[config.mk]
export PLATFORM = sky130hd
export DESIGN_NAME = button_edge_and_auto_repeat
export DESIGN_NICKNAME = d
export VERILOG_FILES = /design/src/rtl/btnrpt_pkg.sv /design/src/rtl/button_edge_and_auto_repeat.sv /design/src/rtl/btnrpt_cfg.sv /design/src/rtl/btnrpt_step.sv
export SDC_FILE = /design/constraint.sdc
export NUM_CORES = 1
export LEC_CHECK = 0
export ABC_AREA = 1
export BUFFER_PORTS_ARGS = -buffer_cell sky130_fd_sc_hd__buf_2
export CAP_MARGIN = 20
export CORE_MARGIN = 2
export CORE_UTILIZATION = 60
export CTS_BUF_LIST = sky130_fd_sc_hd__clkbuf_16
export DETAILED_ROUTE_END_ITERATION = 10
export PLACE_DENSITY = 0.8
export SLEW_MARGIN = 20
export SYNTH_ARGS = -nofsm -noshare
export SYNTH_HDL_FRONTEND = slang
export SYNTH_HIERARCHICAL = 1
export SYNTH_SLANG_ARGS = --single-unit
[constraint.sdc]
create_clock -name clk -period 4.3 [get_ports clk]
set_clock_uncertainty 0.2 [all_clocks]
set_input_delay 0.86 -clock clk [delete_from_list [all_inputs] [get_ports clk]]
set_output_delay 0.86 -clock clk [all_outputs]
set_load 0.05 [all_outputs]
[src/rtl/btnrpt_pkg.sv]
`default_nettype none

package btnrpt_pkg;

  localparam int unsigned BTN_W  = 16;
  localparam int unsigned HOLD_W = 9;
  localparam int unsigned CNT_W  = 8;
  localparam int unsigned CFG_W  = 8;
  localparam int unsigned IDX_W  = 2;

  localparam logic [BTN_W-1:0]  REPEATABLE_MASK  = 16'hf00c;
  localparam logic [BTN_W-1:0]  PRIMARY_ALT_MASK = 16'ha000;
  localparam logic [BTN_W-1:0]  PRIMARY_MASK     = 16'hf000;
  localparam logic [BTN_W-1:0]  SECOND_ALT_MASK  = 16'h500c;
  localparam logic [BTN_W-1:0]  SECOND_MASK      = 16'h000c;
  localparam int unsigned       ALT_SELECT_IDX   = 7;
  localparam logic [HOLD_W-1:0] HOLD_SATURATE    = 9'd256;

  localparam logic [IDX_W-1:0] REG_FIRST_DELAY      = 2'd0;
  localparam logic [IDX_W-1:0] REG_REPEAT_PERIOD    = 2'd1;
  localparam logic [IDX_W-1:0] REG_SECONDARY_PERIOD = 2'd2;

  typedef struct packed {
    logic [CFG_W-1:0] first_delay;
    logic [CFG_W-1:0] repeat_period;
    logic [CFG_W-1:0] secondary_period;
  } cfg_t;

  typedef struct packed {
    logic [BTN_W-1:0]  held_buttons;
    logic [HOLD_W-1:0] hold_count;
    logic [CNT_W-1:0]  primary_count;
    logic [CNT_W-1:0]  secondary_count;
  } rpt_state_t;

endpackage

`default_nettype wire

[src/rtl/button_edge_and_auto_repeat.sv]
`default_nettype none

// Button edge detector with typematic auto-repeat. Each input transfer carries one
// 16-bit pad sample (in_tdata) and a suppress flag (in_tuser) that clears the repeat
// counters; each produces exactly one output transfer with the press or repeat
// events for that tick. The block sustains one transfer per clock: a sample sits in
// an input register, the counter and mask logic updates the held state and loads the
// output register, and the only stall comes from out_tready. Load the three tick
// counts through the cfg port while no transfer is in flight.
module button_edge_and_auto_repeat
  import btnrpt_pkg::*;
(
  input  wire logic             clk,
  input  wire logic             rst_n,
  input  wire logic             in_tvalid,
  output logic                  in_tready,
  input  wire logic [15:0]      in_tdata,   // [15:0] buttons
  input  wire logic [0:0]       in_tuser,   // [0] suppress
  output logic                  out_tvalid,
  input  wire logic             out_tready,
  output logic [15:0]           out_tdata,  // [15:0] event_bits
  input  wire logic             cfg_we,
  input  wire logic [IDX_W-1:0] cfg_index,
  input  wire logic [CFG_W-1:0] cfg_wdata
);

  cfg_t             cfg;
  rpt_state_t       state_r;
  rpt_state_t       state_nxt;
  logic             in_v_r;
  logic [BTN_W-1:0] in_btn_r;
  logic             in_sup_r;
  logic             out_v_r;
  logic [BTN_W-1:0] out_ev_r;
  logic [BTN_W-1:0] ev_nxt;
  logic             advance;

  btnrpt_cfg u_cfg (
    .clk       (clk),
    .rst_n     (rst_n),
    .cfg_we    (cfg_we),
    .cfg_index (cfg_index),
    .cfg_wdata (cfg_wdata),
    .cfg       (cfg)
  );

  btnrpt_step u_step (
    .cfg        (cfg),
    .cur_state  (state_r),
    .buttons    (in_btn_r),
    .suppress   (in_sup_r),
    .next_state (state_nxt),
    .event_bits (ev_nxt)
  );

  assign advance    = in_v_r && (!out_v_r || out_tready);
  assign in_tready  = !in_v_r || advance;
  assign out_tvalid = out_v_r;
  assign out_tdata  = out_ev_r;

  always_ff @(posedge clk) begin
    if (!rst_n) begin
      in_v_r  <= 1'b0;
      out_v_r <= 1'b0;
      state_r <= '0;
    end else begin
      if (in_tready) begin
        in_v_r <= in_tvalid;
      end
      if (advance) begin
        out_v_r <= 1'b1;
        state_r <= state_nxt;
      end else if (out_tready) begin
        out_v_r <= 1'b0;
      end
    end
  end

  always_ff @(posedge clk) begin
    if (in_tready && in_tvalid) begin
      in_btn_r <= in_tdata;
      in_sup_r <= in_tuser[0];
    end
    if (advance) begin
      out_ev_r <= ev_nxt;
    end
  end

endmodule

`default_nettype wire

[src/rtl/btnrpt_cfg.sv]
`default_nettype none

module btnrpt_cfg
  import btnrpt_pkg::*;
(
  input  wire logic             clk,
  input  wire logic             rst_n,
  input  wire logic             cfg_we,
  input  wire logic [IDX_W-1:0] cfg_index,
  input  wire logic [CFG_W-1:0] cfg_wdata,
  output cfg_t                  cfg
);

  cfg_t cfg_r;
  cfg_t cfg_nxt;

  always_comb begin
    cfg_nxt = cfg_r;
    if (cfg_we) begin
      case (cfg_index)
        REG_FIRST_DELAY:      cfg_nxt.first_delay      = cfg_wdata;
        REG_REPEAT_PERIOD:    cfg_nxt.repeat_period    = cfg_wdata;
        REG_SECONDARY_PERIOD: cfg_nxt.secondary_period = cfg_wdata;
        default:              cfg_nxt = cfg_r;
      endcase
    end
  end

  always_ff @(posedge clk) begin
    if (!rst_n) begin
      cfg_r <= '0;
    end else begin
      cfg_r <= cfg_nxt;
    end
  end

  assign cfg = cfg_r;

endmodule

`default_nettype wire

[src/rtl/btnrpt_step.sv]
`default_nettype none

module btnrpt_step
  import btnrpt_pkg::*;
(
  input  wire cfg_t             cfg,
  input  wire rpt_state_t       cur_state,
  input  wire logic [BTN_W-1:0] buttons,
  input  wire logic             suppress,
  output rpt_state_t            next_state,
  output logic [BTN_W-1:0]      event_bits
);

  logic              clr;
  logic [HOLD_W-1:0] h0;
  logic [HOLD_W-1:0] h1;
  logic [CNT_W-1:0]  p0;
  logic [CNT_W-1:0]  s0;
  logic [CNT_W-1:0]  p1;
  logic [CNT_W-1:0]  s1;
  logic [BTN_W-1:0]  rep;
  logic [BTN_W-1:0]  pmask;
  logic [BTN_W-1:0]  smask;
  logic [HOLD_W-1:0] init_ext;
  logic              fire_init;
  logic              running;

  always_comb begin
    clr      = (buttons == '0) || suppress;
    h0       = clr ? '0 : cur_state.hold_count;
    p0       = clr ? '0 : cur_state.primary_count;
    s0       = clr ? '0 : cur_state.secondary_count;
    rep      = buttons & REPEATABLE_MASK;
    pmask    = buttons[ALT_SELECT_IDX] ? PRIMARY_ALT_MASK : PRIMARY_MASK;
    smask    = buttons[ALT_SELECT_IDX] ? SECOND_ALT_MASK : SECOND_MASK;
    h1       = (h0 < HOLD_SATURATE) ? h0 + 1'b1 : h0;
    p1       = p0 + 1'b1;
    s1       = s0 + 1'b1;
    init_ext = {1'b0, cfg.first_delay};
    fire_init = (h1 == init_ext);
    running   = (h1 >= init_ext);

    next_state.held_buttons = buttons;
    if ((cur_state.held_buttons != buttons) || (rep == '0)) begin
      event_bits                 = ~cur_state.held_buttons & buttons;
      next_state.hold_count      = '0;
      next_state.primary_count   = p0;
      next_state.secondary_count = s0;
    end else begin
      event_bits                 = fire_init ? rep : '0;
      next_state.hold_count      = h1;
      next_state.primary_count   = '0;
      next_state.secondary_count = '0;
      if (running) begin
        next_state.primary_count   = p1;
        next_state.secondary_count = s1;
        if (p1 >= cfg.repeat_period) begin
          next_state.primary_count = '0;
          event_bits               = buttons & pmask;
        end
        if (s1 >= cfg.secondary_period) begin
          next_state.secondary_count = '0;
          event_bits                 = event_bits | (buttons & smask);
        end
      end
    end
  end

endmodule

`default_nettype wire

==> impl_metrics.env, run 1 <==
export IMPL_run_status="finished clean"
export IMPL_post_route_cells_drive_above_1_share=0.116
export IMPL_cts_tree="built"
export IMPL_fillers=907
export IMPL_mean_syn_cell_area_um2=6.97
export IMPL_slew_limit_headroom=0.299
export IMPL_fin_crit_ns=4.00
export IMPL_crit_type="reg -> reg"
export IMPL_synth_yosys_seq_area_share=0.365
export IMPL_wl_um=13300
export IMPL_post_synthesis_compound_gate_area_fraction=0.0792
export IMPL_final_wtd_congestion=0.887
export IMPL_synthCells=915
export IMPL_core_rowCount=37
export IMPL_yosys_warnings=6
export IMPL_placement_setup_worst_slack_ns=0.245
export IMPL_power_per_cell_area_nw_per_um2=338
export IMPL_core_area_um2=10300
export IMPL_grt_first_pass_wirelength_um=21800
export IMPL_layout_setup_ws_ns=0.299
export IMPL_crit_fanout=12
export IMPL_critPathCaptureType="flop"
export IMPL_synthSimpleGateAreaFrac=0.295
export IMPL_finalHoldViolations=0
export IMPL_cts_root_buf="clkbuf_16"
export IMPL_cp_num_buf_inv=6
export IMPL_cts_sink_count=100
export IMPL_areaGrowthSynthToFinish_pct=7.25
export IMPL_route_detailed_wl_per_inst_um=12.4
export IMPL_num_antenna_cells=0
export IMPL_route_detailed_vias_per_inst=5.06
export IMPL_cts_hold_buffers=0
export IMPL_cts_buffers_inserted=9
export IMPL_grt_setup_unrepaired="no"
export IMPL_mappedNetlistArea_um2=6380
export IMPL_detailed_place_hpwl_um=9010
export IMPL_cellLeakagePower_nw=3.33
export IMPL_start_util=0.618
export IMPL_die_height_um=107
export IMPL_fin_tns_setup_ns=0
export IMPL_worst_slew_pin_transition_ns=1.05
export IMPL_detail_route_first_pass_iterations=5
export IMPL_cap_viol_max_count=0
export IMPL_clock_latency_on_the_worst_skew_pair_ns=0.36
export IMPL_cp_arrival_ns=4.05
export IMPL_first_global_vias=4878
export IMPL_timing_critical_path_slowest_stage_cell="edfxtp_1"
export IMPL_ioPinCount=50
export IMPL_grt_max_degree=84
export IMPL_synth_adder_area_share=0.0843
export IMPL_yosys_mux_area_fraction=0
export IMPL_detail_route_drc_violations=0
export IMPL_main_combinational_cell_family_by_area_after_synthesis="simple AND/OR/NAND/NOR gates"
export IMPL_layout_worst_path_cycle_share=0.930
export IMPL_worst_min_delay_path_category="reg -> reg"
export IMPL_report_final_slew_viol_count=0
export IMPL_synth_xor_xnor_area_share=0.00412
export IMPL_setup_violations=0
export IMPL_fp_dieArea_um2=11500
export IMPL_critical_path_startpoint_type="flop"
export IMPL_category_of_cells_accounting_for_the_largest_share_of_critical_path_delay="simple AND/OR/NAND/NOR gates"
export IMPL_synth_seq_cells=100
export IMPL_path_common_cell="nand2_1"
export IMPL_crit_required_ns=4.35
export IMPL_first_iteration_detailed_routing_drc_count=345
export IMPL_clkSlewWorstSetupHoldPaths_ns=0.07
export IMPL_fp_dieW_um=107
export IMPL_global_route_overflow_total=0
export IMPL_grtUsageTotal=0.239
export IMPL_synth_cell_type_count=40
export IMPL_design_final_nets=1010
export IMPL_slowest_delay_ns=0.43
export IMPL_syn_num_nets=990
export IMPL_routed_via_count=5449
export IMPL_antenna_left=0
export IMPL_irDropWorstVdd_mv=0.259
export IMPL_bufs_on_longest_clock_path=2
export IMPL_antenna_found_initial=0
export IMPL_ctsHtreeMaxLevel=3
export IMPL_port_buffers=49
export IMPL_max_freq_mhz=250
through the flow:
stage / cells / hold WS [ns] / utilization / power (mW) / area, µm²
finish: 1076 / 0.282 / 0.663 / 2.31 / 6840
global route: 1076 / 0.318 / 0.663 / 2.42 / 6840
CTS: 1073 / 0.286 / 0.656 / 2.31 / 6780
detailed placement: 1057 / 0.268 / 0.627 / 1.48 / 6480
global placement: 1057 / 0.261 / 0.627 / 1.48 / 6480
floorplan: 915 / 0.252 / - / 1.41 / 6380
worst reg2reg max path, delay by kind of cell (launching register included):
| kind | cells | cell delay (ns) |
|---|---|---|
| simple gates | 20 | 2.12 |
| flops | 1 | 0.43 |
| xor+xnor | 1 | 0.18 |
| fa+ha+maj | 2 | 0.48 |
| compound gates | 1 | 0.15 |
| buf+inv | 6 | 0.32 |
cell type report:
class	instances	area [µm²]	area share
Clock inverter	7	72.6	0.0106
Multi-Input combinational cell	574	3010	0.440
Sequential cell	100	2330	0.341
Tap cell	136	170	0.0249
Inverter	192	721	0.105
Timing Repair Buffer	58	313	0.0457
Clock buffer	9	225	0.0329
state kept, by name (all words and copies together) (netlist names):
register,flops
in_btn_r,16
in_sup_r,1
in_v_r,1
out_tdata,16
out_tvalid,1
state_r,41
u_cfg/cfg,24
Yosys cell counts:
cell / number / area share
buf_6: 11 / 0.019
o21ai_2: 1 / 0.0014
nor4_2: 1 / 0.0020
nor3_1: 3 / 0.0024
and3_1: 1 / 0.00098
nand2_8: 1 / 0.0031
a21oi_1: 62 / 0.049
o22ai_1: 4 / 0.0039
a211oi_1: 2 / 0.0024
nor2_4: 3 / 0.0053
nor3_2: 1 / 0.0016
nand2_2: 3 / 0.0029
nand2_4: 1 / 0.0018
xnor2_1: 2 / 0.0027
edfxtp_1: 33 / 0.16
nand4_1: 17 / 0.017
dfxtp_1: 67 / 0.21
inv_2: 3 / 0.0018
o21bai_1: 1 / 0.0012
a21boi_0: 2 / 0.0024
inv_1: 189 / 0.11
nor2_1: 132 / 0.078
or2_1: 1 / 0.00098
a31o_2: 1 / 0.0014
clkbuf_1: 5 / 0.0029
buf_8: 1 / 0.0024
nand3_1: 68 / 0.053
o21ai_1: 17 / 0.013
o21ai_0: 6 / 0.0047
xor2_1: 1 / 0.0014
or2_2: 1 / 0.00098
nor2_2: 10 / 0.0098
buf_2: 10 / 0.0078
nor4_1: 1 / 0.00098
buf_4: 21 / 0.025
ha_1: 43 / 0.084
nand3_4: 2 / 0.0055
or2_0: 2 / 0.0020
nand2_1: 183 / 0.11
buf_1: 2 / 0.0012
per-layer routing:
| metal | up-vias | wire [µm] | GRT usage |
|---|---|---|---|
| met5 | - | 0 | 0 |
| met1 | 2425 | 6290 | 0.315 |
| met3 | 28 | 658 | 0.0578 |
| met2 | 133 | 6130 | 0.374 |
| li1 | 2863 | - | - |
| met4 | 0 | 256 | 0.0983 |
path summary, 6_finish.rpt:
path         slack (ns)  depth (start not counted)    endpoint          from
min reg2reg        0.28                          2  state_r[6]    state_r[6]
max reg2reg        0.30                         30  state_r[7]  in_btn_r[15]
max                0.30                         30  state_r[7]  in_btn_r[15]
min                0.28                          2  state_r[6]    state_r[6]
report_power, final:
part | switching, mW | internal [mW] | total [mW]
Combinational | 0.270 | 0.140 | 0.410
Sequential | 0.0357 | 1.04 | 1.07
Clock | 0.374 | 0.454 | 0.829
cells in the final DEF, fill, tap and decap left out, types with 2 or more instances in the layout:
master / count
a211oi_1: 2
a21boi_0: 2
a21oi_1: 62
buf_2: 49
buf_4: 9
clkbuf_16: 9
dfxtp_1: 66
edfxtp_1: 33
ha_1: 43
inv_1: 190
inv_2: 3
inv_6: 3
nand2_1: 182
nand2_2: 3
nand2_4: 3
nand3_1: 65
nand3_4: 4
nand4_1: 17
nor2_1: 130
nor2_2: 12
nor2_4: 3
nor3_1: 3
o21ai_0: 6
o21ai_1: 17
o22ai_1: 4
or2_0: 2
xnor2_1: 2
kinds of logic (layout without fill, tap and decap cells):
family | count (synthesis) | after routing
AOI/OAI and AO/OA | 96 | 96
xor gates and xnor gates | 3 | 3
adders and majority gates | 43 | 43
DFF | 100 | 100
buffers and inverters | 242 | 266
and+or+nand+nor | 431 | 432
what timing repair did:
item | CTS | global route
gates resized for setup | 0 | 9
endpoints found under the hold margin | 0 | 0
endpoints found under the setup margin | 0 | 18
setup buffers | 0 | 2
No activity file was read; power rests on OpenSTA's default activity.
==> run 2: changes to the inputs <==
--- a/config.mk
+++ b/config.mk
@@ -12,6 +12,8 @@
 export CORE_UTILIZATION = 60
 export CTS_BUF_LIST = sky130_fd_sc_hd__clkbuf_16
 export DETAILED_ROUTE_END_ITERATION = 10
+export GPL_ROUTABILITY_DRIVEN = 0
+export MAX_ROUTING_LAYER = met4
 export PLACE_DENSITY = 0.8
 export SLEW_MARGIN = 20
 export SYNTH_ARGS = -nofsm -noshare
==> run 2 against run 1 <==
Effect of this change: via count up 0.39%; critical path type unchanged; register-to-register slack about the same; sequential power about the same; hold slack better by 0.00060 ns; core utilization unchanged; sequential share of layout area unchanged; worst setup slack better by 0.011 ns; non-clock buffer count unchanged; largest power group unchanged; clock power about the same; cell area unchanged; largest cell class unchanged; critical path depth unchanged.
==> impl_metrics.env, run 2 (synthesized netlist as in run 1, its figures left out) <==
export IMPL_route_detailed_wl_per_inst_um=12.3
export IMPL_met2_usage=0.374
export IMPL_power_share_clock=0.359
export IMPL_cts_root_buf="clkbuf_16"
export IMPL_pwr_share_comb=0.177
export IMPL_antenna_left=0
export IMPL_routed_via_count=5470
export IMPL_cellLeakagePower_nw=3.33
export IMPL_finish_instance_area_um2=6840
export IMPL_grt_max_degree=84
export IMPL_layout_worst_path_cycle_share=0.928
export IMPL_switching_power_mw=0.680
export IMPL_core_rowCount=37
export IMPL_grt_setup_unrepaired="no"
export IMPL_power_internal_mw=1.63
export IMPL_detail_route_drc_violations=0
export IMPL_irDropWorstVdd_mv=0.254
export IMPL_max_freq_mhz=251
export IMPL_start_util=0.618
export IMPL_slew_limit_headroom=0.291
export IMPL_report_final_slew_viol_count=0
export IMPL_clkSlewWorstSetupHoldPaths_ns=0.07
export IMPL_cts_sink_count=100
export IMPL_cap_viol_max_count=0
export IMPL_port_buffers=49
export IMPL_die_height_um=107
export IMPL_worstRegToRegCells=30
export IMPL_grtUsageTotal=0.245
export IMPL_crit_required_ns=4.35
export IMPL_fp_dieArea_um2=11500
export IMPL_num_antenna_cells=0
export IMPL_antenna_found_initial=0
export IMPL_power_per_cell_area_nw_per_um2=338
export IMPL_global_route_overflow_total=0
export IMPL_power_switching_fraction=0.294
export IMPL_wl_um=13300
export IMPL_detailed_place_hpwl_um=9010
export IMPL_grt_util_met1=0.317
export IMPL_post_route_cells_drive_above_1_share=0.116
export IMPL_worst_min_delay_path_category="reg -> reg"
export IMPL_finish_utilization=0.663
export IMPL_timing_hold_worst_path_depth=2
export IMPL_first_global_vias=4874
export IMPL_mostFrequentLayoutCells="190 x inv_1, 182 x nand2_1, 130 x nor2_1"
export IMPL_ioPinCount=50
export IMPL_timing_critical_path_slowest_stage_cell="edfxtp_1"
export IMPL_critPathCaptureType="flop"
export IMPL_finalHoldViolations=0
export IMPL_critical_path_startpoint_type="flop"
export IMPL_grt_first_pass_wirelength_um=21900
export IMPL_fp_dieW_um=107
export IMPL_setup_violations=0
export IMPL_p_seq_frac=0.464
export IMPL_first_iteration_detailed_routing_drc_count=312
export IMPL_cp_arrival_ns=4.04
export IMPL_detail_route_first_pass_iterations=5
export IMPL_bufs_on_longest_clock_path=2
export IMPL_cts_hold_buffers=0
export IMPL_largest_register_ffs=41
export IMPL_cts_tree="built"
export IMPL_design_final_nets=1010
export IMPL_fin_crit_ns=3.99
export IMPL_fin_tns_setup_ns=0
export IMPL_met3_usage=0.0523
export IMPL_areaGrowthSynthToFinish_pct=7.25
export IMPL_global_route_peak_usage_layer="met2"
export IMPL_stdcell_count=1076
export IMPL_ctsHtreeMaxLevel=3
export IMPL_slowest_delay_ns=0.43
export IMPL_core_area_um2=10300
export IMPL_finalHoldWorstSlack_ns=0.283
export IMPL_route_detailed_vias_per_inst=5.08
export IMPL_registers_top_by_ff_count="state_r"
export IMPL_post_place_cells=1057
export IMPL_crit_type="reg -> reg"
export IMPL_run_status="finished clean"
export IMPL_clock_latency_on_the_worst_skew_pair_ns=0.36
export IMPL_placedInstanceArea_um2=6480
export IMPL_worst_slew_pin_transition_ns=1.06
export IMPL_layout_commonest_cell="inv_1"
export IMPL_cts_buffers_inserted=9
export IMPL_crit_fanout=12
export IMPL_path_common_cell="nand2_1"
==> run 2: power by group through the flow <==
stage | registers, mW | logic, mW | clock network (mW)
after floorplan | 1.11 | 0.292 | 0
after global placement | 1.09 | 0.385 | 0
after detailed placement | 1.09 | 0.390 | 0
after CTS | 1.07 | 0.394 | 0.842
after global routing | 1.08 | 0.465 | 0.881
final | 1.07 | 0.409 | 0.830
==> run 2: path summary, 6_finish.rpt <==
path | from | slack [ns] | end
hold / removal | state_r[32] | 0.28 | state_r[32]
setup / recovery | in_btn_r[15] | 0.31 | state_r[7]
setup reg to reg | in_btn_r[15] | 0.31 | state_r[7]
hold reg to reg | state_r[32] | 0.28 | state_r[32]
==> run 2: final cells by class <==
type	instances	area (µm²)
inverters	192	721
clock buffers	9	225
repair buffers	58	313
well taps	136	170
multi-input cells	574	3010
flip-flops and latches	100	2330
clock inverters	7	72.6
fillers	907	3480
==> run 2: per-stage QoR <==
step	setup WS [ns]	power [mW]
after global placement	0.336	1.48
after CTS	0.218	2.31
after detailed placement	0.245	1.48
after floorplan	0.526	1.41
after global routing	0.0290	2.42
final	0.310	2.31
==> run 2: repair_timing <==
action	in CTS	in global routing
endpoints found under the hold margin	0	0
endpoints found under the setup margin	0	18
setup buffers	0	2
resized for setup	0	9
==> run 2: worst max-delay path, delay by kind of cell (launching register included) <==
| kind | cells | cell delay (ns) |
|---|---|---|
| xor gates and xnor gates | 1 | 0.18 |
| and+or+nand+nor | 20 | 2.10 |
| DFF | 1 | 0.43 |
| AOI/OAI and AO/OA | 1 | 0.14 |
| adders and majority gates | 2 | 0.48 |
| buffers and inverters | 6 | 0.31 |
==> run 2: per-layer routing <==
metal | vias to the layer above | part of all wire
li1 | 2862 | -
met1 | 2430 | 0.46
met2 | 155 | 0.46
met3 | 23 | 0.057
met4 | 0 | 0.019
met5 | - | 0
